--- src/sv/brl_pkg.sv ---
// shared constants and types of the line rasterizer
package brl_pkg;

    localparam int BRL_COORD_BITS  = 12;
    localparam int BRL_CFG_BITS    = 12;
    localparam int BRL_INDEX_BITS  = 22;
    localparam int BRL_COLOR_BITS  = 8;
    localparam int BRL_QUEUE_DEPTH = 2;

    localparam logic [BRL_CFG_BITS-1:0] BRL_WIDTH_RESET  = 12'd1024;
    localparam logic [BRL_CFG_BITS-1:0] BRL_HEIGHT_RESET = 12'd1024;

    // command codes
    typedef enum logic {
        CMD_LOAD = 1'b0,
        CMD_STEP = 1'b1
    } brl_kind_t;

    // configuration register indexes
    typedef enum logic {
        REG_IMAGE_WIDTH  = 1'b0,
        REG_IMAGE_HEIGHT = 1'b1
    } brl_reg_t;

    // image geometry handed to the pixel engine
    typedef struct packed {
        logic [BRL_CFG_BITS-1:0] width;
        logic [BRL_CFG_BITS-1:0] height;
    } brl_geom_t;

endpackage

--- src/sv/brl_queue.sv ---
// two-entry queue between the command front end and the pixel engine
module brl_queue import brl_pkg::*; #(
    parameter int WIDTH = 1
) (
    input  logic             clk,
    input  logic             rst_n,
    input  logic             push_valid,
    output logic             push_ready,
    input  logic [WIDTH-1:0] push_data,
    output logic             pop_valid,
    input  logic             pop_ready,
    output logic [WIDTH-1:0] pop_data
);

    localparam int PTR_BITS = (BRL_QUEUE_DEPTH > 1) ? $clog2(BRL_QUEUE_DEPTH) : 1;
    localparam int CNT_BITS = $clog2(BRL_QUEUE_DEPTH + 1);
    localparam logic [CNT_BITS-1:0] FULL_COUNT = CNT_BITS'(BRL_QUEUE_DEPTH);
    localparam logic [PTR_BITS-1:0] LAST_PTR   = PTR_BITS'(BRL_QUEUE_DEPTH - 1);

    logic [WIDTH-1:0]    slot_reg [BRL_QUEUE_DEPTH];
    logic [PTR_BITS-1:0] wr_ptr_reg, wr_ptr_next;
    logic [PTR_BITS-1:0] rd_ptr_reg, rd_ptr_next;
    logic [CNT_BITS-1:0] count_reg, count_next;
    logic                push, pop;

    assign push_ready = (count_reg != FULL_COUNT);
    assign pop_valid  = (count_reg != '0);
    assign pop_data   = slot_reg[rd_ptr_reg];
    assign push       = push_valid && push_ready;
    assign pop        = pop_valid && pop_ready;

    always_comb
    begin
        wr_ptr_next = wr_ptr_reg;
        rd_ptr_next = rd_ptr_reg;
        count_next  = count_reg;
        if (push)
        begin
            wr_ptr_next = (wr_ptr_reg == LAST_PTR) ? '0 : wr_ptr_reg + 1'b1;
        end
        if (pop)
        begin
            rd_ptr_next = (rd_ptr_reg == LAST_PTR) ? '0 : rd_ptr_reg + 1'b1;
        end
        if (push && !pop)
        begin
            count_next = count_reg + 1'b1;
        end
        else if (pop && !push)
        begin
            count_next = count_reg - 1'b1;
        end
    end

    always_ff @(posedge clk or negedge rst_n)
    begin
        if (!rst_n)
        begin
            wr_ptr_reg <= '0;
            rd_ptr_reg <= '0;
            count_reg  <= '0;
        end
        else
        begin
            wr_ptr_reg <= wr_ptr_next;
            rd_ptr_reg <= rd_ptr_next;
            count_reg  <= count_next;
        end
    end

    always_ff @(posedge clk)
    begin
        if (push)
        begin
            slot_reg[wr_ptr_reg] <= push_data;
        end
    end

endmodule

--- config.mk ---
export PLATFORM = sky130hd
export DESIGN_NAME = brl_queue
export DESIGN_NICKNAME = d
export VERILOG_FILES = /design/src/sv/brl_pkg.sv /design/src/sv/brl_queue.sv
export SDC_FILE = /design/constraint.sdc
export NUM_CORES = 1
export LEC_CHECK = 0
export ABC_AREA = 1
export BUFFER_PORTS_ARGS = -buffer_cell sky130_fd_sc_hd__buf_4
export CORE_AREA = 2 2 39 41
export CTS_CLUSTER_SIZE = 16
export DETAILED_ROUTE_END_ITERATION = 6
export DIE_AREA = 0 0 41 43
export PLACE_DENSITY = 0.46
export SKIP_CTS_REPAIR_TIMING = 1
export SLEW_MARGIN = 20
export SYNTH_ARGS = -nofsm -noshare
export SYNTH_HDL_FRONTEND = slang
export SYNTH_SLANG_ARGS = --single-unit
--- constraint.sdc ---
create_clock -name clk -period 2.8 [get_ports clk]
set_input_delay 0.84 -clock clk [delete_from_list [all_inputs] [get_ports clk]]
set_output_delay 0.84 -clock clk [all_outputs]
set_load 0.02 [all_outputs]
==> results.toml <==
[final_layout]
fillers = 146
fin_nets = 52
synthToLayoutAreaGrowth_pct = 31.23
most-common-layout-cells = "9 x nand2_1, 7 x buf_4, 5 x inv_1"
multiInputGateArea_um2 = 130.1
regArea_um2 = 160.2
postLayoutCoreUtil = 0.3002
diodes = 0
drive_gt1_frac = 0.3778
mostFrequentLayoutCell = "nand2_1"

[logic_synthesis]
netlist.area_leader.share = 0.3162
syn_avg_cell_area_um2 = 9.310
synth_top_family_by_area = "simple AND/OR/NAND/NOR gates"
synth_area_um2 = 316.6
synth_xor_area_frac = 0.07905
yosysWarnings = 0
syn_nets = 40
synthSimpleGateAreaFrac = 0.2925
syn_inst = 34
yosys_register_bits = 6
muxShareOfSynthArea = 0
synth_top_cell_by_area = "dfrtp_1"
synthAdderAreaFrac = 0.03953
synth.area.top_cells = "dfrtp_1 32%, edfxtp_1 19%, nand2_1 11%"
synth_compound_area_frac = 0
ys_types = 13
seq_area_frac_synth = 0.5059

[timing]
period_needed_ns = 1.814
skew_ns = 0.0006161
fmax_mhz = 551.2
max_slew_margin = 0.8887
rsz0062_at_grt = "false"
finalHoldViolCount = 0
min_period_over_period = 0.6479
drv_slew = 0
fin_ws_ns = 0.9858
worst_slew_pin_slew_ns = 0.1670
final.setup.tns_ns = 0
whs_ns = 0.3875
setup_violations = 0

[global_routing]
grt_pass1_vias = 209
antenna_found_initial = 0
grt_pass1_wl_um = 821
grt_max_degree = 5
overflow = 0
grt_use_total = 0.07317

[die]
dieArea_um2 = 1763
num_rows = 14
initial_core_util = 0.2288
die_w_um = 41
core_um2 = 1384
fp.dieH_um = 43
io_pins = 8

[clock_network]
path_clk_slew_ns = 0.05
cts_tree = "built"
clkSinkCount = 6
insertion_delay_ns = 0.24
clockRootBuffer = "clkbuf_4"
cts_buffer_depth = 2
numCtsBuffers = 3
cts_htree_levels = 1

[route]
wire_per_inst_um = 7.656
wl_met1_um = 186
drc = 0
num_vias = 231
topRoutingLayerUsed = "met3"
met3_length_um = 26
drt-initial-drc-count = 1
antenna_left = 0
wirelength_um = 467
wl_met2_um = 254
drt-pass1-iter-count = 2
avgViaCountPerCell = 3.787

[setup_path]
cp.arrival_ns = 0.97
cp_max_fo = 3
start_kind = "flop"
crit_required_ns = 1.96
path_class = "reg2out"
rrSetupSlack_ns = 1.44
endpoint_kind = "output port"

[run_status]
outcome = "complete, no violations"

[pwr]
power_density_nw_per_um2 = 1132
p_leak_nw = 0.2171
ir_worst_vdd_uv = 259.2

[placed_design]
gp_congestion = 0.5995
place_ws_ns = 1.017
io_buffer_count = 7

[flow_run]
cap_viol_max_count = 0

[min_path]
hold_path.class = "in2async"
==> layer usage <==
| layer | up-vias | GRT usage |
|---|---|---|
| met5 | - | 0 |
| met4 | 0 | 0.08000 |
| met3 | 0 | 0 |
| met2 | 4 | 0.1125 |
| met1 | 103 | 0.08027 |
| li1 | 124 | - |
==> worst max-delay path, cell delays in order, from the launching register on <==
cell and delay, ns:
dfrtp_1 0.40, inv_2 0.10, nand2_2 0.07, buf_4 0.16
==> power by group <==
part / internal (mW) / total [mW] / switching [mW]
combinational: 0.0955 / 0.228 / 0.132
sequential: 0.130 / 0.158 / 0.0272
clock: 0.0540 / 0.0851 / 0.0311
==> logic make-up (layout without fill, tap and decap cells) <==
logic type / Yosys count / in the layout
and+or+nand+nor: 18 / 18
buffers and inverters: 7 / 18
DFF: 6 / 6
xor gates and xnor gates: 2 / 2
adders and majority gates: 1 / 1
==> worst paths after layout <==
check / startpoint / end / depth (start not counted)
max: count_reg[0] / pop_valid / 3
min in group clk: rd_ptr_reg / rd_ptr_reg / 2
max reg2reg: count_reg[0] / count_reg[1] / 9
min: rst_n / rd_ptr_reg / 1
max in group asynchronous: rst_n / wr_ptr_reg / 1
min reg2reg: rd_ptr_reg / rd_ptr_reg / 2
==> cell type report <==
cell class,count,area share
Multi-Input combinational cell,21,0.3133
Timing Repair Buffer,7,0.1265
Tap cell,16,0.04819
Inverter,7,0.06325
Clock buffer,4,0.06325
Sequential cell,6,0.3855
==> metrics by stage <==
step / instances / instance area [um2] / power, mW
final: 61 / 415.4 / 0.4704
after floorplan: 34 / 316.6 / 0.3270
after global routing: 61 / 415.4 / 0.5187
after detailed placement: 57 / 389.1 / 0.3898
after CTS: 61 / 415.4 / 0.4800
after global placement: 57 / 389.1 / 0.3904
==> cell usage after synthesis <==
library cell / n
inv_1: 5
nand2_2: 2
xor2_2: 1
nand3_1: 2
dfrtp_1: 4
edfxtp_1: 2
nor2_1: 2
nand4_1: 1
ha_1: 1
inv_2: 2
nand2_4: 2
xnor2_1: 1
nand2_1: 9
Note: power is estimated with default switching activity, not from simulation.
