$ cat src/sv/brl_pkg.sv
// shared constants and types of the line rasterizer
package brl_pkg;

    localparam int BRL_COORD_BITS  = 12;
    localparam int BRL_CFG_BITS    = 12;
    localparam int BRL_INDEX_BITS  = 22;
    localparam int BRL_COLOR_BITS  = 8;
    localparam int BRL_QUEUE_DEPTH = 2;

    localparam logic [BRL_CFG_BITS-1:0] BRL_WIDTH_RESET  = 12'd1024;
    localparam logic [BRL_CFG_BITS-1:0] BRL_HEIGHT_RESET = 12'd1024;

    // command codes
    typedef enum logic {
        CMD_LOAD = 1'b0,
        CMD_STEP = 1'b1
    } brl_kind_t;

    // configuration register indexes
    typedef enum logic {
        REG_IMAGE_WIDTH  = 1'b0,
        REG_IMAGE_HEIGHT = 1'b1
    } brl_reg_t;

    // image geometry handed to the pixel engine
    typedef struct packed {
        logic [BRL_CFG_BITS-1:0] width;
        logic [BRL_CFG_BITS-1:0] height;
    } brl_geom_t;

endpackage

$ cat src/sv/brl_if.sv
// handshake channels of the line rasterizer: commands, pixels, configuration

interface brl_cmd_if import brl_pkg::*; #(parameter int COORD_BITS = BRL_COORD_BITS);
    logic                             valid;
    logic                             ready;
    logic                             command;
    logic signed [COORD_BITS-1:0]     x_start;
    logic signed [COORD_BITS-1:0]     y_start;
    logic signed [COORD_BITS-1:0]     x_end;
    logic signed [COORD_BITS-1:0]     y_end;
    logic        [BRL_COLOR_BITS-1:0] red;
    logic        [BRL_COLOR_BITS-1:0] green;
    logic        [BRL_COLOR_BITS-1:0] blue;
    logic        [BRL_COLOR_BITS-1:0] alpha;

    modport source (
        output valid, command, x_start, y_start, x_end, y_end, red, green, blue, alpha,
        input  ready
    );
    modport sink (
        input  valid, command, x_start, y_start, x_end, y_end, red, green, blue, alpha,
        output ready
    );
endinterface


$ cat src/sv/brl_front.sv
// command front end: classifies commands and works out the line setup terms
module brl_front import brl_pkg::*; #(
    parameter int COORD_BITS = BRL_COORD_BITS,
    parameter int ENTRY_BITS = 7 * COORD_BITS + 38
) (
    brl_cmd_if.sink               cmd,
    output logic                  push_valid,
    input  logic                  push_ready,
    output logic [ENTRY_BITS-1:0] push_data
);

    localparam int ERR_BITS = COORD_BITS + 2;

    typedef struct packed {
        brl_kind_t                        kind;
        logic signed [COORD_BITS-1:0]     x0;
        logic signed [COORD_BITS-1:0]     y0;
        logic signed [COORD_BITS-1:0]     x1;
        logic signed [COORD_BITS-1:0]     y1;
        logic        [COORD_BITS-1:0]     dx;
        logic signed [COORD_BITS:0]       ndy;
        logic                             sx_neg;
        logic                             sy_neg;
        logic signed [ERR_BITS-1:0]       err;
        logic        [BRL_COLOR_BITS-1:0] alpha;
        logic        [BRL_COLOR_BITS-1:0] blue;
        logic        [BRL_COLOR_BITS-1:0] green;
        logic        [BRL_COLOR_BITS-1:0] red;
    } entry_t;

    entry_t                     entry;
    logic signed [COORD_BITS:0] diff_x, diff_y, abs_x, neg_abs_y;
    logic                       x_up, y_up;

    always_comb
    begin
        diff_x    = {cmd.x_end[COORD_BITS-1], cmd.x_end}
                  - {cmd.x_start[COORD_BITS-1], cmd.x_start};
        diff_y    = {cmd.y_end[COORD_BITS-1], cmd.y_end}
                  - {cmd.y_start[COORD_BITS-1], cmd.y_start};
        x_up      = (cmd.x_end > cmd.x_start);
        y_up      = (cmd.y_end > cmd.y_start);
        abs_x     = x_up ? diff_x : -diff_x;
        neg_abs_y = y_up ? -diff_y : diff_y;

        entry.kind   = brl_kind_t'(cmd.command);
        entry.x0     = cmd.x_start;
        entry.y0     = cmd.y_start;
        entry.x1     = cmd.x_end;
        entry.y1     = cmd.y_end;
        entry.dx     = abs_x[COORD_BITS-1:0];
        entry.ndy    = neg_abs_y;
        entry.sx_neg = !x_up;
        entry.sy_neg = !y_up;
        entry.err    = $signed({2'b00, abs_x[COORD_BITS-1:0]})
                     + $signed({neg_abs_y[COORD_BITS], neg_abs_y});
        entry.red    = cmd.red;
        entry.green  = cmd.green;
        entry.blue   = cmd.blue;
        entry.alpha  = cmd.alpha;
    end

    assign push_valid = cmd.valid;
    assign cmd.ready  = push_ready;
    assign push_data  = entry;

endmodule

$ cat src/flat_wrapper.sv
// flat-port wrapper written by rule: the top's interface ports become plain ports
module brl_front_flat import brl_pkg::*;
#(
    parameter int COORD_BITS = BRL_COORD_BITS,
    parameter int ENTRY_BITS = 7 * COORD_BITS + 38
)
  (push_valid, push_ready, push_data, cmd_valid, cmd_command, cmd_x_start, cmd_y_start, cmd_x_end, cmd_y_end, cmd_red, cmd_green, cmd_blue, cmd_alpha, cmd_ready);
  brl_cmd_if #(.COORD_BITS(COORD_BITS)) cmd_i ();
  output logic push_valid;
  input  logic push_ready;
  output logic [ENTRY_BITS-1:0] push_data;
  input wire logic [$bits(cmd_i.valid)-1:0] cmd_valid;
  input wire logic [$bits(cmd_i.command)-1:0] cmd_command;
  input wire logic [$bits(cmd_i.x_start)-1:0] cmd_x_start;
  input wire logic [$bits(cmd_i.y_start)-1:0] cmd_y_start;
  input wire logic [$bits(cmd_i.x_end)-1:0] cmd_x_end;
  input wire logic [$bits(cmd_i.y_end)-1:0] cmd_y_end;
  input wire logic [$bits(cmd_i.red)-1:0] cmd_red;
  input wire logic [$bits(cmd_i.green)-1:0] cmd_green;
  input wire logic [$bits(cmd_i.blue)-1:0] cmd_blue;
  input wire logic [$bits(cmd_i.alpha)-1:0] cmd_alpha;
  output wire logic [$bits(cmd_i.ready)-1:0] cmd_ready;
  assign cmd_i.valid = cmd_valid;
  assign cmd_i.command = cmd_command;
  assign cmd_i.x_start = cmd_x_start;
  assign cmd_i.y_start = cmd_y_start;
  assign cmd_i.x_end = cmd_x_end;
  assign cmd_i.y_end = cmd_y_end;
  assign cmd_i.red = cmd_red;
  assign cmd_i.green = cmd_green;
  assign cmd_i.blue = cmd_blue;
  assign cmd_i.alpha = cmd_alpha;
  assign cmd_ready = cmd_i.ready;
  brl_front #(.COORD_BITS(COORD_BITS), .ENTRY_BITS(ENTRY_BITS)) u_core (.cmd(cmd_i), .push_valid(push_valid), .push_ready(push_ready), .push_data(push_data));
endmodule
$ cat config.mk
export PLATFORM = sky130hd
export DESIGN_NAME = brl_front_flat
export DESIGN_NICKNAME = d
export VERILOG_FILES = /design/src/sv/brl_pkg.sv /design/src/sv/brl_if.sv /design/src/sv/brl_front.sv /design/src/flat_wrapper.sv
export SDC_FILE = /design/constraint.sdc
export NUM_CORES = 1
export LEC_CHECK = 0
export BUFFER_PORTS_ARGS = -buffer_cell sky130_fd_sc_hd__buf_2
export CAP_MARGIN = 20
export CORE_ASPECT_RATIO = 2
export CORE_MARGIN = 2
export CORE_UTILIZATION = 42
export DETAILED_ROUTE_END_ITERATION = 16
export GPL_ROUTABILITY_DRIVEN = 0
export PLACE_DENSITY = 0.84
export SETUP_SLACK_MARGIN = 0.5
export SYNTH_ARGS = -nofsm -noshare
export SYNTH_HDL_FRONTEND = slang
export SYNTH_SLANG_ARGS = --single-unit
$ cat constraint.sdc
create_clock -name vclk -period 12.3
set_input_delay 1.845 -clock vclk [all_inputs]
set_output_delay 1.845 -clock vclk [all_outputs]
set_load 0.03 [all_outputs]
==> impl_metrics.py <==
metrics = {
    "outcome": {
        "status": "finished, final reports clean",
    },
    "route": {
        "drt_iter0_markers": 169,
        "top_layer_used": "met4",
        "drtAntennaViolNets": 0,
        "drc": 0,
        "wl_met3_um": 512,
        "wl_per_cell_um": 15.10,
        "avgViaCountPerCell": 5.643,
        "routed_wl_um": 8639,
        "via_count": 3228,
        "wl_met2_um": 5061,
        "drt-pass1-iter-count": 4,
        "drt-met1-wl_um": 2582,
    },
    "synthesis": {
        "synth_cell_types": 63,
        "synthesis.nets": 558,
        "synth_compound_area_share_pct": 24.73,
        "synth_mux_area_share_pct": 0.3590,
        "avgSynthCellArea_um2": 7.228,
        "ys_warn_count": 0,
        "synth-simple-area-share_pct": 17.87,
        "synth_top_family_by_area": "buffers and inverters",
        "syn_area_mm2": 0.003137,
        "yosys.area_share.xor_xnor_pct": 13.12,
        "synth_cells": 434,
        "synthAdderAreaFrac_pct": 17.07,
        "seq_area_frac_synth_pct": 0,
    },
    "grt": {
        "antenna_found_initial": 0,
        "grt_pass1_vias": 3220,
        "grt_remaining_overflow": 0,
        "grt_usage_pct": 20.13,
        "grt_max_degree": 12,
        "grt_pass1_wl_um": 13730,
    },
    "critical_path": {
        "critPathMaxFanout": 11,
        "critPathKind": "in -> out",
        "crit_slowest_cell": "a2111o_1",
        "startpoint_type": "primary input",
        "crit_top_cell": "a21oi_1",
        "crit_chain": "buf_2 -> ha_1 -> a2111o_1 -> o211ai_1 -> a21oi_1 -> o31a_1 -> inv_1 -> nor2_1 -> a21oi_1 -> ha_1 -> a21o_1 -> a21oi_1 -> o21bai_1 -> a21o_1 -> a21oi_1 -> o21ai_0 -> o41ai_4 -> nor2_1 -> a2111oi_2 -> buf_2",
        "cp.arrival_ns": 6.47,
        "end_kind": "primary output",
        "required_ns": 10.45,
        "max_stage_delay_ns": 0.43,
    },
    "power_and_ir_drop": {
        "pwr-share-seq_pct": 0,
        "leakage_nw": 1.686,
        "p_clk_share_pct": 0,
        "power_density_mw_per_mm2": 191.9,
        "ir_worst_vdd_v": 0.00007148,
        "switching_share_pct": 66.89,
        "internal_power_w": 0.0002082,
        "p_switching_w": 0.0004205,
        "pwr-share-comb_pct": 100.0,
    },
    "clocking": {
        "cts_setup_buffers": 0,
        "cts_resized": 0,
        "holdBufCountCts": 0,
    },
    "timing": {
        "relSlewSlack_pct": 47.63,
        "setup-tns-final_ns": 0,
        "rsz0062_at_grt": "false",
        "fin_crit_ns": 8.318,
        "finalMaxSlewViolations": 0,
        "finalSetupViolCount": 0,
        "hold_viol": 0,
        "fmax_mhz": 120.2,
        "worstMarginPinSlew_ns": 0.7658,
        "whs_ns": 3.690,
        "finalCritPeriodShare_pct": 67.62,
    },
    "placement": {
        "dp_hpwl_um": 7658,
        "portBuffers": 137,
    },
    "cells_and_area": {
        "syn_to_final_growth_pct": 4.428,
        "nClkBuffers": 0,
        "n_antenna_cell": 0,
        "seq_cell_count": 0,
        "drive_gt1_share_pct": 30.63,
        "final_cell_mix": "137 x buf_2, 48 x inv_1, 38 x ha_1",
        "nets": 606,
        "final_common_cell": "buf_2",
        "fillers": 794,
        "regArea_um2": 0,
    },
    "floorplan": {
        "dieArea_mm2": 0.008218,
        "rows": 44,
        "start_util_pct": 43.16,
        "die_height_um": 126.2,
        "core_area_mm2": 0.007267,
        "die_w_um": 65.11,
        "ios": 207,
    },
    "min_path": {
        "min_path_type": "in -> out",
    },
    "run": {
        "cap_violations": 0,
    },
}
final cells by class:
class | instances | area, um^2 | share of cell area (%)
inverters | 48 | 180.2 | 5.500
multi-input cells | 295 | 2295 | 70.05
well taps | 92 | 115.1 | 3.514
repair buffers | 137 | 685.7 | 20.93
worst max-delay path, delay by kind of cell:
kind,cells,cell delay (ns)
AND/OR/NAND/NOR,2,0.19
AO/OA/AOI/OAI,13,3.12
adder cells (fa/ha/maj),2,0.67
buffers and inverters,3,0.65
path summary, 6_finish.rpt:
check               startpoint             end  slack (ns)  cells after the start
hold / removal     cmd_command  push_data[121]        3.69                      0
setup / recovery  cmd_y_end[6]   push_data[45]        3.98                     20
logic make-up after synthesis:
kind of cell,Yosys count
mux,1
fa+ha+maj,41
compound gates,102
buf+inv,139
xor+xnor,43
simple gates,108
routing by layer:
layer  track usage (%)  up-vias
met5                 0        -
met4             11.40        0
met3            0.9821       55
met2             44.33      133
met1             15.59     1486
li1                  -     1554
power by group through the flow:
stage | Sequential, W | Clock, W | Combinational (W)
3_5_place_dp | 0 | 0 | 0.000627
3_3_place_gp | 0 | 0 | 0.000615
2_1_floorplan | 0 | 0 | 0.000502
6_report | 0 | 0 | 0.000629
5_1_grt | 0 | 0 | 0.000671
4_1_cts | 0 | 0 | 0.000628
cell usage after synthesis (5+ instances only):
library cell | number | area (um^2)
a211oi_1 | 6 | 45.04
a21o_1 | 7 | 52.55
a21oi_1 | 22 | 110.1
buf_4 | 83 | 623.1
clkbuf_1 | 6 | 22.52
ha_1 | 38 | 475.5
inv_1 | 48 | 180.2
nand2_1 | 19 | 71.32
nand3_1 | 8 | 40.04
nand4_1 | 9 | 56.30
nor2_1 | 30 | 112.6
nor2b_1 | 7 | 43.79
nor3_1 | 6 | 30.03
nor3b_1 | 5 | 37.54
nor4_1 | 5 | 31.28
o21a_1 | 7 | 52.55
o21ai_0 | 8 | 40.04
xnor2_1 | 27 | 236.5
xor2_1 | 13 | 113.9
per-stage QoR:
step / setup slack (ns) / utilization [%] / area (um^2) / total power, W / instances
6_report: 3.982 / 45.08 / 3276 / 0.0006286 / 572
2_1_floorplan: 3.551 / - / 3137 / 0.0005022 / 434
3_3_place_gp: 4.039 / 45.08 / 3276 / 0.0006152 / 572
5_1_grt: 3.558 / 45.08 / 3276 / 0.0006707 / 572
3_5_place_dp: 3.951 / 45.08 / 3276 / 0.0006268 / 572
4_1_cts: 3.950 / 45.08 / 3276 / 0.0006284 / 572
No activity file was read; power rests on OpenSTA's default activity.
