==> config.mk <==
export PLATFORM = sky130hd
export DESIGN_NAME = brl_back_flat
export DESIGN_NICKNAME = d
export VERILOG_FILES = /design/src/sv/brl_pkg.sv /design/src/sv/brl_if.sv /design/src/sv/brl_back.sv /design/src/flat_wrapper.sv
export SDC_FILE = /design/constraint.sdc
export NUM_CORES = 1
export LEC_CHECK = 0
export ABC_AREA = 1
export BUFFER_PORTS_ARGS = -buffer_cell sky130_fd_sc_hd__buf_2
export CAP_MARGIN = 20
export CORE_MARGIN = 5
export CORE_UTILIZATION = 55
export DETAILED_ROUTE_END_ITERATION = 10
export PLACE_DENSITY = 0.77
export SYNTH_ARGS = -nofsm -noshare
export SYNTH_HDL_FRONTEND = slang
export SYNTH_SLANG_ARGS = --single-unit
==> constraint.sdc <==
create_clock -name clk -period 10.2 [get_ports clk]
set_input_delay 2.04 -clock clk [delete_from_list [all_inputs] [get_ports clk]]
set_output_delay 2.04 -clock clk [all_outputs]
set_load 0.05 [all_outputs]
==> src/sv/brl_pkg.sv <==
// shared constants and types of the line rasterizer
package brl_pkg;

    localparam int BRL_COORD_BITS  = 12;
    localparam int BRL_CFG_BITS    = 12;
    localparam int BRL_INDEX_BITS  = 22;
    localparam int BRL_COLOR_BITS  = 8;
    localparam int BRL_QUEUE_DEPTH = 2;

    localparam logic [BRL_CFG_BITS-1:0] BRL_WIDTH_RESET  = 12'd1024;
    localparam logic [BRL_CFG_BITS-1:0] BRL_HEIGHT_RESET = 12'd1024;

    // command codes
    typedef enum logic {
        CMD_LOAD = 1'b0,
        CMD_STEP = 1'b1
    } brl_kind_t;

    // configuration register indexes
    typedef enum logic {
        REG_IMAGE_WIDTH  = 1'b0,
        REG_IMAGE_HEIGHT = 1'b1
    } brl_reg_t;

    // image geometry handed to the pixel engine
    typedef struct packed {
        logic [BRL_CFG_BITS-1:0] width;
        logic [BRL_CFG_BITS-1:0] height;
    } brl_geom_t;

endpackage

==> src/sv/brl_if.sv <==


interface brl_pix_if import brl_pkg::*; #(parameter int COORD_BITS = BRL_COORD_BITS);
    logic                             valid;
    logic                             ready;
    logic signed [COORD_BITS-1:0]     pixel_x;
    logic signed [COORD_BITS-1:0]     pixel_y;
    logic        [BRL_INDEX_BITS-1:0] pixel_index;
    logic                             write_enable;
    logic        [BRL_COLOR_BITS-1:0] out_red;
    logic        [BRL_COLOR_BITS-1:0] out_green;
    logic        [BRL_COLOR_BITS-1:0] out_blue;
    logic        [BRL_COLOR_BITS-1:0] out_alpha;
    logic                             last;

    modport source (
        output valid, pixel_x, pixel_y, pixel_index, write_enable,
               out_red, out_green, out_blue, out_alpha, last,
        input  ready
    );
    modport sink (
        input  valid, pixel_x, pixel_y, pixel_index, write_enable,
               out_red, out_green, out_blue, out_alpha, last,
        output ready
    );
endinterface


==> src/sv/brl_back.sv <==
// pixel engine: bresenham stepping, clipping, index and the pixel output register
module brl_back import brl_pkg::*; #(
    parameter int COORD_BITS = BRL_COORD_BITS,
    parameter int ENTRY_BITS = 7 * COORD_BITS + 38
) (
    input  logic                  clk,
    input  logic                  rst_n,
    input  brl_geom_t             geom,
    input  logic                  pop_valid,
    output logic                  pop_ready,
    input  logic [ENTRY_BITS-1:0] pop_data,
    brl_pix_if.source             pix
);

    localparam int ERR_BITS  = COORD_BITS + 2;
    localparam int CMP_BITS  = (COORD_BITS > BRL_CFG_BITS) ? COORD_BITS : BRL_CFG_BITS;
    localparam int PROD_BITS = COORD_BITS + BRL_CFG_BITS + 1;

    typedef struct packed {
        brl_kind_t                        kind;
        logic signed [COORD_BITS-1:0]     x0;
        logic signed [COORD_BITS-1:0]     y0;
        logic signed [COORD_BITS-1:0]     x1;
        logic signed [COORD_BITS-1:0]     y1;
        logic        [COORD_BITS-1:0]     dx;
        logic signed [COORD_BITS:0]       ndy;
        logic                             sx_neg;
        logic                             sy_neg;
        logic signed [ERR_BITS-1:0]       err;
        logic        [BRL_COLOR_BITS-1:0] alpha;
        logic        [BRL_COLOR_BITS-1:0] blue;
        logic        [BRL_COLOR_BITS-1:0] green;
        logic        [BRL_COLOR_BITS-1:0] red;
    } entry_t;

    entry_t head;

    // line state
    logic                             active_reg, active_next;
    logic signed [COORD_BITS-1:0]     cur_x_reg, cur_y_reg;
    logic signed [COORD_BITS-1:0]     tgt_x_reg, tgt_y_reg;
    logic        [COORD_BITS-1:0]     dx_reg;
    logic signed [COORD_BITS:0]       ndy_reg;
    logic                             sx_neg_reg, sy_neg_reg;
    logic signed [ERR_BITS-1:0]       err_reg;
    logic        [BRL_COLOR_BITS-1:0] red_reg, green_reg, blue_reg, alpha_reg;

    // pixel output register
    logic                             out_valid_reg, out_valid_next;
    logic signed [COORD_BITS-1:0]     out_x_reg, out_y_reg;
    logic        [BRL_INDEX_BITS-1:0] out_index_reg;
    logic                             out_we_reg, out_last_reg;
    logic        [BRL_COLOR_BITS-1:0] out_red_reg, out_green_reg, out_blue_reg, out_alpha_reg;

    logic                             out_free, take_load, take_step;
    logic signed [ERR_BITS:0]         e2, ndy_ext, dx_ext, err_sum;
    logic                             go_x, go_y, at_end, in_image;
    logic        [CMP_BITS-1:0]       x_u, y_u;
    logic        [PROD_BITS-1:0]      lin_index;
    logic signed [COORD_BITS-1:0]     next_x, next_y;
    logic        [BRL_INDEX_BITS-1:0] index_next;

    assign head      = pop_data;
    assign out_free  = !out_valid_reg || pix.ready;
    // loads and idle steps never wait on the output side
    assign pop_ready = (head.kind == CMD_LOAD) || !active_reg || out_free;
    assign take_load = pop_valid && (head.kind == CMD_LOAD);
    assign take_step = pop_valid && (head.kind == CMD_STEP) && active_reg && out_free;

    always_comb
    begin
        e2      = {err_reg, 1'b0};
        ndy_ext = {{2{ndy_reg[COORD_BITS]}}, ndy_reg};
        dx_ext  = {3'b000, dx_reg};
        go_x    = (e2 >= ndy_ext);
        go_y    = (e2 <= dx_ext);
        err_sum = {err_reg[ERR_BITS-1], err_reg}
                + (go_x ? ndy_ext : '0)
                + (go_y ? dx_ext : '0);
        next_x  = go_x ? (sx_neg_reg ? cur_x_reg - 1'b1 : cur_x_reg + 1'b1) : cur_x_reg;
        next_y  = go_y ? (sy_neg_reg ? cur_y_reg - 1'b1 : cur_y_reg + 1'b1) : cur_y_reg;
        at_end  = (cur_x_reg == tgt_x_reg) && (cur_y_reg == tgt_y_reg);

        x_u        = CMP_BITS'($unsigned(cur_x_reg));
        y_u        = CMP_BITS'($unsigned(cur_y_reg));
        in_image   = !cur_x_reg[COORD_BITS-1] && !cur_y_reg[COORD_BITS-1]
                  && (x_u < CMP_BITS'(geom.width)) && (y_u < CMP_BITS'(geom.height));
        lin_index  = PROD_BITS'(y_u) * PROD_BITS'(geom.width) + PROD_BITS'(x_u);
        index_next = in_image ? BRL_INDEX_BITS'(lin_index) : '0;

        active_next = active_reg;
        if (take_load)
        begin
            active_next = 1'b1;
        end
        else if (take_step && at_end)
        begin
            active_next = 1'b0;
        end

        out_valid_next = out_valid_reg;
        if (take_step)
        begin
            out_valid_next = 1'b1;
        end
        else if (pix.ready)
        begin
            out_valid_next = 1'b0;
        end
    end

    always_ff @(posedge clk or negedge rst_n)
    begin
        if (!rst_n)
        begin
            active_reg    <= 1'b0;
            out_valid_reg <= 1'b0;
        end
        else
        begin
            active_reg    <= active_next;
            out_valid_reg <= out_valid_next;
        end
    end

    always_ff @(posedge clk)
    begin
        if (take_load)
        begin
            cur_x_reg  <= head.x0;
            cur_y_reg  <= head.y0;
            tgt_x_reg  <= head.x1;
            tgt_y_reg  <= head.y1;
            dx_reg     <= head.dx;
            ndy_reg    <= head.ndy;
            sx_neg_reg <= head.sx_neg;
            sy_neg_reg <= head.sy_neg;
            err_reg    <= head.err;
            red_reg    <= head.red;
            green_reg  <= head.green;
            blue_reg   <= head.blue;
            alpha_reg  <= head.alpha;
        end
        else if (take_step && !at_end)
        begin
            cur_x_reg <= next_x;
            cur_y_reg <= next_y;
            err_reg   <= err_sum[ERR_BITS-1:0];
        end

        if (take_step)
        begin
            out_x_reg     <= cur_x_reg;
            out_y_reg     <= cur_y_reg;
            out_index_reg <= index_next;
            out_we_reg    <= in_image;
            out_last_reg  <= at_end;
            out_red_reg   <= red_reg;
            out_green_reg <= green_reg;
            out_blue_reg  <= blue_reg;
            out_alpha_reg <= alpha_reg;
        end
    end

    assign pix.valid        = out_valid_reg;
    assign pix.pixel_x      = out_x_reg;
    assign pix.pixel_y      = out_y_reg;
    assign pix.pixel_index  = out_index_reg;
    assign pix.write_enable = out_we_reg;
    assign pix.out_red      = out_red_reg;
    assign pix.out_green    = out_green_reg;
    assign pix.out_blue     = out_blue_reg;
    assign pix.out_alpha    = out_alpha_reg;
    assign pix.last         = out_last_reg;

endmodule

==> src/flat_wrapper.sv <==
// flat-port wrapper written by rule: the top's interface ports become plain ports
module brl_back_flat import brl_pkg::*;
#(
    parameter int COORD_BITS = BRL_COORD_BITS,
    parameter int ENTRY_BITS = 7 * COORD_BITS + 38
)
  (clk, rst_n, geom, pop_valid, pop_ready, pop_data, pix_valid, pix_pixel_x, pix_pixel_y, pix_pixel_index, pix_write_enable, pix_out_red, pix_out_green, pix_out_blue, pix_out_alpha, pix_last, pix_ready);
  brl_pix_if #(.COORD_BITS(COORD_BITS)) pix_i ();
  input  logic clk;
  input  logic rst_n;
  input  brl_geom_t geom;
  input  logic pop_valid;
  output logic pop_ready;
  input  logic [ENTRY_BITS-1:0] pop_data;
  output wire logic [$bits(pix_i.valid)-1:0] pix_valid;
  output wire logic [$bits(pix_i.pixel_x)-1:0] pix_pixel_x;
  output wire logic [$bits(pix_i.pixel_y)-1:0] pix_pixel_y;
  output wire logic [$bits(pix_i.pixel_index)-1:0] pix_pixel_index;
  output wire logic [$bits(pix_i.write_enable)-1:0] pix_write_enable;
  output wire logic [$bits(pix_i.out_red)-1:0] pix_out_red;
  output wire logic [$bits(pix_i.out_green)-1:0] pix_out_green;
  output wire logic [$bits(pix_i.out_blue)-1:0] pix_out_blue;
  output wire logic [$bits(pix_i.out_alpha)-1:0] pix_out_alpha;
  output wire logic [$bits(pix_i.last)-1:0] pix_last;
  input wire logic [$bits(pix_i.ready)-1:0] pix_ready;
  assign pix_valid = pix_i.valid;
  assign pix_pixel_x = pix_i.pixel_x;
  assign pix_pixel_y = pix_i.pixel_y;
  assign pix_pixel_index = pix_i.pixel_index;
  assign pix_write_enable = pix_i.write_enable;
  assign pix_out_red = pix_i.out_red;
  assign pix_out_green = pix_i.out_green;
  assign pix_out_blue = pix_i.out_blue;
  assign pix_out_alpha = pix_i.out_alpha;
  assign pix_last = pix_i.last;
  assign pix_i.ready = pix_ready;
  brl_back #(.COORD_BITS(COORD_BITS), .ENTRY_BITS(ENTRY_BITS)) u_core (.clk(clk), .rst_n(rst_n), .geom(geom), .pop_valid(pop_valid), .pop_ready(pop_ready), .pop_data(pop_data), .pix(pix_i));
endmodule
==> results of run 1 <==
==> per-layer routing <==
| metal | share of wire | wire length [µm] | global-route usage |
|---|---|---|---|
| met5 | 0 | 0 | 0 |
| met4 | 0.028 | 988 | 0.0686 |
| met3 | 0.072 | 2580 | 0.0369 |
| met2 | 0.50 | 18000 | 0.396 |
| met1 | 0.40 | 14200 | 0.284 |
==> layout by cell type (no fill, tap or decap), types with 6 or more instances in the layout <==
cell type                     n
sky130_fd_sc_hd__xnor2_1     26
sky130_fd_sc_hd__nor2_4       7
sky130_fd_sc_hd__xor2_1      26
sky130_fd_sc_hd__o21ai_0     46
sky130_fd_sc_hd__inv_1      392
sky130_fd_sc_hd__or2_2       13
sky130_fd_sc_hd__buf_2      231
sky130_fd_sc_hd__ha_1       140
sky130_fd_sc_hd__clkbuf_16   25
sky130_fd_sc_hd__a31oi_1     10
sky130_fd_sc_hd__nand2_1    362
sky130_fd_sc_hd__nand3_1     55
sky130_fd_sc_hd__o21bai_1    10
sky130_fd_sc_hd__edfxtp_1   201
sky130_fd_sc_hd__nor2_2       6
sky130_fd_sc_hd__nand4_1     11
sky130_fd_sc_hd__fa_1       125
sky130_fd_sc_hd__nor3_1      11
sky130_fd_sc_hd__o21ai_1      6
sky130_fd_sc_hd__a21oi_1     73
sky130_fd_sc_hd__buf_4        6
sky130_fd_sc_hd__nor2_1      53
==> through the flow <==
step,hold WS [ps],util,instance area (µm²)
3_5_place_dp,405,0.612,17100
4_1_cts,418,0.643,17900
3_3_place_gp,400,0.612,17100
6_report,417,0.643,17900
2_1_floorplan,400,-,15500
5_1_grt,422,0.643,17900
==> worst max-delay path, cell delays in order <==
cell                       delay [ps]
sky130_fd_sc_hd__buf_2            250
sky130_fd_sc_hd__nand2_1          130
sky130_fd_sc_hd__fa_1             590
sky130_fd_sc_hd__fa_1             460
sky130_fd_sc_hd__fa_1             550
sky130_fd_sc_hd__inv_1             50
sky130_fd_sc_hd__fa_1             520
sky130_fd_sc_hd__inv_1             50
sky130_fd_sc_hd__fa_1             520
sky130_fd_sc_hd__inv_1             40
sky130_fd_sc_hd__ha_1             350
sky130_fd_sc_hd__nand2_1          120
sky130_fd_sc_hd__nor2_1           160
sky130_fd_sc_hd__nand4_1          150
sky130_fd_sc_hd__o211ai_2         210
sky130_fd_sc_hd__nand2_1           70
sky130_fd_sc_hd__nand2_1           70
sky130_fd_sc_hd__xor2_1            60
sky130_fd_sc_hd__nand2_1           60
sky130_fd_sc_hd__inv_1             40
==> area by class of cell <==
class / count / area [µm²]
Fill cell: 2273 / 9940
Multi-Input combinational cell: 1003 / 7810
Clock buffer: 28 / 637
Sequential cell: 203 / 6090
Timing Repair Buffer: 238 / 1210
Clock inverter: 15 / 205
Antenna cell: 2 / 5.00
Inverter: 396 / 1490
Tap cell: 378 / 473
==> cells in the mapped netlist <==
| master | n |
|---|---|
| sky130_fd_sc_hd__nand2_1 | 362 |
| sky130_fd_sc_hd__and2_1 | 1 |
| sky130_fd_sc_hd__o211ai_2 | 1 |
| sky130_fd_sc_hd__buf_12 | 1 |
| sky130_fd_sc_hd__inv_1 | 392 |
| sky130_fd_sc_hd__nor2_4 | 5 |
| sky130_fd_sc_hd__nand3_1 | 55 |
| sky130_fd_sc_hd__edfxtp_1 | 201 |
| sky130_fd_sc_hd__o31ai_1 | 3 |
| sky130_fd_sc_hd__o21ai_0 | 47 |
| sky130_fd_sc_hd__nor2_2 | 7 |
| sky130_fd_sc_hd__nand3b_1 | 1 |
| sky130_fd_sc_hd__nand4_1 | 11 |
| sky130_fd_sc_hd__o21a_1 | 1 |
| sky130_fd_sc_hd__xnor2_1 | 26 |
| sky130_fd_sc_hd__o2111ai_2 | 1 |
| sky130_fd_sc_hd__fa_1 | 125 |
| sky130_fd_sc_hd__o21ai_2 | 1 |
| sky130_fd_sc_hd__o21ai_1 | 5 |
| sky130_fd_sc_hd__ha_1 | 140 |
| sky130_fd_sc_hd__a21oi_2 | 2 |
| sky130_fd_sc_hd__a21o_1 | 4 |
| sky130_fd_sc_hd__clkbuf_1 | 31 |
| sky130_fd_sc_hd__a21oi_1 | 73 |
| sky130_fd_sc_hd__clkinv_1 | 1 |
| sky130_fd_sc_hd__clkinv_2 | 1 |
| sky130_fd_sc_hd__nand2_2 | 2 |
| sky130_fd_sc_hd__buf_6 | 1 |
| sky130_fd_sc_hd__xor2_1 | 26 |
| sky130_fd_sc_hd__or2_2 | 13 |
| sky130_fd_sc_hd__nor4_1 | 4 |
| sky130_fd_sc_hd__a31oi_1 | 10 |
| sky130_fd_sc_hd__buf_2 | 2 |
| sky130_fd_sc_hd__dfrtp_1 | 2 |
| sky130_fd_sc_hd__nor2_1 | 54 |
| sky130_fd_sc_hd__inv_4 | 1 |
| sky130_fd_sc_hd__a21boi_0 | 1 |
| sky130_fd_sc_hd__inv_2 | 1 |
| sky130_fd_sc_hd__nor3_1 | 11 |
| sky130_fd_sc_hd__o21bai_1 | 10 |
| sky130_fd_sc_hd__o2111ai_1 | 1 |
==> kinds of logic after synthesis <==
group                      after synthesis  share of synthesized area
AOI/OAI and AO/OA                      160                     0.0575
xor gates and xnor gates                52                     0.0293
adders and majority gates              265                      0.274
buffers and inverters                  431                      0.106
DFF                                    203                      0.392
and+or+nand+nor                        526                      0.141
==> final timing paths <==
check | end | slack (ps) | cells past startpoint
worst max-delay path | u_core.pix.pixel_index[17] | 3970 | 20
worst min-delay path | u_core.pix.out_green[2] | 420 | 0
worst max register to register | u_core.pix.pixel_index[17] | 4800 | 19
worst min register to register | u_core.pix.out_green[2] | 420 | 0
max in group asynchronous | u_core.active_reg | 8810 | 1
min in group asynchronous | u_core.pix.valid | 1300 | 1
==> qor_table.md, run 1 <==
| Metric | This run |
| --- | --- |
| Class of the most critical hold timing path | reg -> reg |
| Worst Setup Start Kind | input port |
| Leftover overflow at the end of global routing | 0 |
| Synth cell types | 41 |
| Die Y | 178 µm |
| Synthesized area | 15500 µm² |
| # placed instances | 2217 |
| Library cell with the largest summed area after synthesis | sky130_fd_sc_hd__edfxtp_1 |
| Hold Startpoint | u_core.green_reg[2] |
| I/O pin total | 232 |
| Ranking of synthesized cells by area | sky130_fd_sc_hd__edfxtp_1 39%, sky130_fd_sc_hd__fa_1 16%, sky130_fd_sc_hd__ha_1 11% |
| Number of setup buffers added after CTS | 0 |
| Insertion delay to the later sink of the worst-skew pair | 520 ps |
| Largest net degree at the start of global routing | 82 |
| Number of antenna-violating nets in the routed design | 0 |
| RSZ-0062 raised after global routing | no |
| CTS tree | done |
| Max FFs per register | 22 |
| GRT Total Usage | 0.224 |
| DR vias/cell | 5.13 |
| Core Region | 27900 µm² |
| Half-perimeter wire length of the detailed placement result | 28000 µm |
| Syn nets | 2052 |
| Yosys Warn Count | 0 |
| Slew Limit Headroom | 0.372 |
| Slack of the critical path | 3970 ps |
| Post-layout nets | 2281 |
| Drt drc | 0 |
| Launch point of the worst reg-to-reg path | u_core.cur_y_reg[4] |
| Time the worst path needs with I/O delays and setup | 6230 ps |
| WP data required | 10460 ps |
| Post-Place Worst Slack | 3460 ps |
| Number of CTS-inserted buffers | 24 |
| Clk slew on worst S/H paths | 60 ps |
| Initial standard-cell utilization of the core | 0.557 |
| Setup violation total in the final timing report | 0 |
| Routed Wire Length | 35800 µm |
| Number of levels in the clock H-tree | 1 |
| Final period utilization | 0.611 |
| Post-synthesis average cell area | 9.49 µm² |
| Horiz. Die Dim | 178 µm |
| Worst clock skew | 20.9 ps |
| Initial detailed-routing violation count | 733 |
| CTS root buffer | sky130_fd_sc_hd__clkbuf_16 |
| Die Area | 31700 µm² |
| Achievable frequency | 160 MHz |
| Instance count of the mapped netlist | 1637 |
| Max Transition Viols Final | 0 |
| Part of the Yosys area used for sequential elements | 0.392 |
| Count of standard-cell rows | 61 |
| Final Non-Filler Cells | 2263 |
| Yosys top cell area share | 0.389 |
| CTS Buffer Depth | 3 |
| Clk sinks | 203 |
| Routed length per instance | 15.8 µm |
| WS Path Type | in -> reg |
| Total count of hold-check failures in the final report | 0 |
| Relative area change from synthesis to final layout | 15.4% |
| Initial antenna violation count | 1 |
| Number of global-route vias before repair | 11796 |
| Global-route wire length before repair | 56900 µm |
| Count of port buffers added during placement | 231 |
| Cts repair resizes | 0 |
| CTS hold repair buffers | 0 |
| Worst Setup SP | geom[15] |
| Max-Cap Viols | 0 |
| DR pass1 iterations | 5 |
| Tightest Pin Transition | 941 ps |
| Fraction of layout instances using a drive strength above 1 | 0.165 |
| Maximum net fanout on the critical path | 13 |
| Setup tns final | 0 ps |
| Number of synthesized register bits | 203 |
| Arrival time at the worst endpoint | 6500 ps |
| Gpl congestion | 0.928 |
| Status | completed |
| Type of destination of the critical path | register |
| Routed via count | 11614 |
Power of run 1 is left out: the tool's default activity adds up to more than one toggle a clock period on the data nets, which glitch-free logic cannot reach.
==> run 2: changes to the inputs <==
--- a/config.mk
+++ b/config.mk
@@ -5,13 +5,13 @@
 export SDC_FILE = /design/constraint.sdc
 export NUM_CORES = 1
 export LEC_CHECK = 0
-export ABC_AREA = 1
+export ABC_AREA = 0
 export BUFFER_PORTS_ARGS = -buffer_cell sky130_fd_sc_hd__buf_2
 export CAP_MARGIN = 20
 export CORE_MARGIN = 5
-export CORE_UTILIZATION = 55
+export CORE_UTILIZATION = 53
 export DETAILED_ROUTE_END_ITERATION = 10
-export PLACE_DENSITY = 0.77
+export PLACE_DENSITY = 0.78
 export SYNTH_ARGS = -nofsm -noshare
 export SYNTH_HDL_FRONTEND = slang
 export SYNTH_SLANG_ARGS = --single-unit
==> constraint.sdc (replaced) <==
create_clock -name clk -period 5.1 [get_ports clk]
set_input_delay 1.02 -clock clk [delete_from_list [all_inputs] [get_ports clk]]
set_output_delay 1.02 -clock clk [all_outputs]
set_load 0.05 [all_outputs]
==> qor_table.md, run 2 <==
| Metric | This run |
| --- | --- |
| Status | complete, but fails checks |
| Failing checks | setup timing |
| Yosys top cell area share | 0.405 |
| Cell-by-cell listing of the critical path | buf_4 > buf_4 > and2_1 > fa_1 > fa_2 > fa_2 > fa_1 > inv_1 > fa_1 > inv_2 > ha_4 > and4_1 > o21a_1 > a21boi_4 > o2111ai_2 > a31oi_2 > o21ai_1 > nor3b_2 |
| Max Transition Viols Final | 0 |
| Post-layout nets | 2106 |
| Horiz. Die Dim | 178 µm |
| Global-route wire length before repair | 59400 µm |
| Sequential cell area | 6090 µm² |
| Initial detailed-routing violation count | 551 |
| Fin area | 18500 µm² |
| Drt drc | 0 |
| Multiplexer fraction of the synthesized cell area | 0 |
| WP data required | 5340 ps |
| DR pass1 iterations | 5 |
| Simple-gate share of the synthesized area | 0.115 |
| I/O pin total | 232 |
| Relative area change from synthesis to final layout | 24.2% |
| Part of the Yosys area used for sequential elements | 0.408 |
| WS Path Type | in -> reg |
| Type of destination of the critical path | register |
| Slowest cell on the critical path | sky130_fd_sc_hd__fa_2 |
| Met2 Use GR | 0.414 |
| CTS Buffer Depth | 3 |
| Ranking of synthesized cells by area | sky130_fd_sc_hd__edfxtp_1 40%, sky130_fd_sc_hd__fa_1 17%, sky130_fd_sc_hd__ha_1 12% |
| Area fraction in compound gates after synthesis | 0.0817 |
| Met1 usage | 0.294 |
| Arrival time at the worst endpoint | 5420 ps |
| Instance area at placement | 17300 µm² |
| Area of combinational cells with multiple inputs | 8120 µm² |
| Worst clock skew | 12.4 ps |
| Time the worst path needs with I/O delays and setup | 5180 ps |
| Number of fill cells | 2115 |
| CTS root buffer | sky130_fd_sc_hd__clkbuf_16 |
| XOR/XNOR share of the synthesized area | 0.0358 |
| Slack of the critical path | -77.7 ps |
| DR vias/cell | 5.24 |
| Yosys Warn Count | 0 |
| Synthesized area | 14900 µm² |
| Routed Wire Length | 37600 µm |
| CTS tree | done |
| Most frequent cells in the layout | 233 x sky130_fd_sc_hd__inv_1, 222 x sky130_fd_sc_hd__buf_2, 201 x sky130_fd_sc_hd__edfxtp_1 |
| Tightest Pin Transition | 777 ps |
| Number of buffer and inverter instances along the worst setup path | 4 |
| Max FFs per register | 22 |
| Number of levels in the clock H-tree | 1 |
| Number of antenna-violating nets in the routed design | 0 |
| Dominant cell type by count on the critical path | sky130_fd_sc_hd__fa_1 |
| Routed length per instance | 18.0 µm |
| Slowest Stage Delay on Critical Path | 550 ps |
| Insertion delay to the later sink of the worst-skew pair | 520 ps |
| Gpl congestion | 0.898 |
| GRT Total Usage | 0.238 |
| Die Y | 178 µm |
| Number of global-route vias before repair | 11612 |
| Clk slew on worst S/H paths | 60 ps |
| Final period utilization | 1.02 |
| Most frequent standard cell in the layout excluding fill and tap cells | sky130_fd_sc_hd__inv_1 |
| Instance count of the mapped netlist | 1355 |
| Achievable frequency | 193 MHz |
| R2R depth | 17 |
| Syn nets | 1770 |
| Number of CTS-inserted buffers | 23 |
| Category of cells accounting for the largest share of critical-path delay | adder cells |
| Initial standard-cell utilization of the core | 0.537 |
| RSZ-0062 raised after global routing | yes |
| Leftover overflow at the end of global routing | 0 |
| Count of standard-cell rows | 61 |
| Worst Setup Start Kind | input port |
| Async set-reset flop share out of synthesis | 0.00985 |
| Total count of hold-check failures in the final report | 0 |
| Die Area | 31600 µm² |
| Clk sinks | 203 |
| Synth cell types | 54 |
| Number of synthesized register bits | 203 |
| Largest family of logic cells by synthesized area | adder cells |
| Number of gates on the worst path with buffers counted | 18 |
| Share of synthesized cell area in full adder, half adder and majority cells | 0.285 |
| Largest net degree at the start of global routing | 73 |
| Global-route track usage on met3 | 0.0643 |
| Initial antenna violation count | 9 |
| Library cell with the largest summed area after synthesis | sky130_fd_sc_hd__edfxtp_1 |
| Max-Cap Viols | 0 |
| Maximum net fanout on the critical path | 5 |
| Half-perimeter wire length of the detailed placement result | 29700 µm |
| Post-Route Utilization | 0.667 |
| Number of enable flip-flop cells after synthesis | 201 |
| Most utilized layer in the global route result | met2 |
| Setup violation total in the final timing report | 2 |
| Top FF cell, synth | sky130_fd_sc_hd__edfxtp_1 |
| Core Region | 27800 µm² |
| Slew Limit Headroom | 0.482 |
| Class of the most critical hold timing path | in -> async |
| Top cells by instance count after synthesis | 249 x sky130_fd_sc_hd__inv_1, 201 x sky130_fd_sc_hd__edfxtp_1, 140 x sky130_fd_sc_hd__ha_1 |
| Most repeated cell in the gate-level netlist after synthesis | sky130_fd_sc_hd__inv_1 |
| Routed via count | 10915 |
| Count of port buffers added during placement | 231 |
| Fraction of layout instances using a drive strength above 1 | 0.278 |
| Post-synthesis average cell area | 11.0 µm² |
run 2: cell types whose count changed in the layout (fill, tap and decap cells not counted), sizes merged, moves of 15 or more:
cell and delta:
a21oi -27, and2 +76, buf +109, inv -143, a211oi +15, nand2 -240
o21ai -17, a21o +21, nand3 -38
run 2: metal layers:
layer,routed length (µm),part of all wire,vias to the layer above
met3,2840,0.076,88
met1,15000,0.40,5278
met2,18500,0.49,348
met5,90,0.0024,-
met4,1140,0.030,14
li1,-,-,5187
run 2: kinds of logic after synthesis:
| family | Yosys count |
|---|---|
| simple gates | 351 |
| buf+inv | 289 |
| fa+ha+maj | 265 |
| flops | 203 |
| compound gates | 186 |
| xor+xnor | 61 |
run 2: path summary, 6_finish.rpt:
kind                                      from                    endpoint  slack (ps)
min                                      rst_n            u_core.pix.valid         280
max reg2reg                u_core.cur_y_reg[4]  u_core.pix.pixel_index[21]         -80
max                                   geom[20]  u_core.pix.pixel_index[21]         -80
min in group clk            u_core.blue_reg[4]      u_core.pix.out_blue[4]         420
max in group asynchronous                rst_n           u_core.active_reg        4730
min reg2reg                 u_core.blue_reg[4]      u_core.pix.out_blue[4]         420
run 2: layout make-up:
type	count	area share
multi-input cells	863	0.439
inverters	252	0.0512
repair buffers	348	0.118
clock inverters	12	0.00628
diodes	3	0.000405
well taps	378	0.0255
clock buffers	26	0.0317
flip-flops and latches	203	0.329
run 2: what timing repair did:
action	CTS	global route
setup endpoints to repair	10	14
gates resized for setup	46	43
hold buffers	0	0
pin swaps	30	27
buffers inserted	8	6
gates cloned	1	1
run 2: stage by stage:
stage | worst slack [ps] | instances | hold WS, ps | setup TNS [ps]
floorplan | -386 | 1355 | 400 | -2330
global placement | -642 | 2028 | 401 | -6240
detailed placement | -769 | 2028 | 405 | -7270
CTS | -60.6 | 2075 | 267 | -67.6
global route | -236 | 2083 | 264 | -746
finish | -77.7 | 2085 | 281 | -101
Power of run 2 is left out for the same reason.
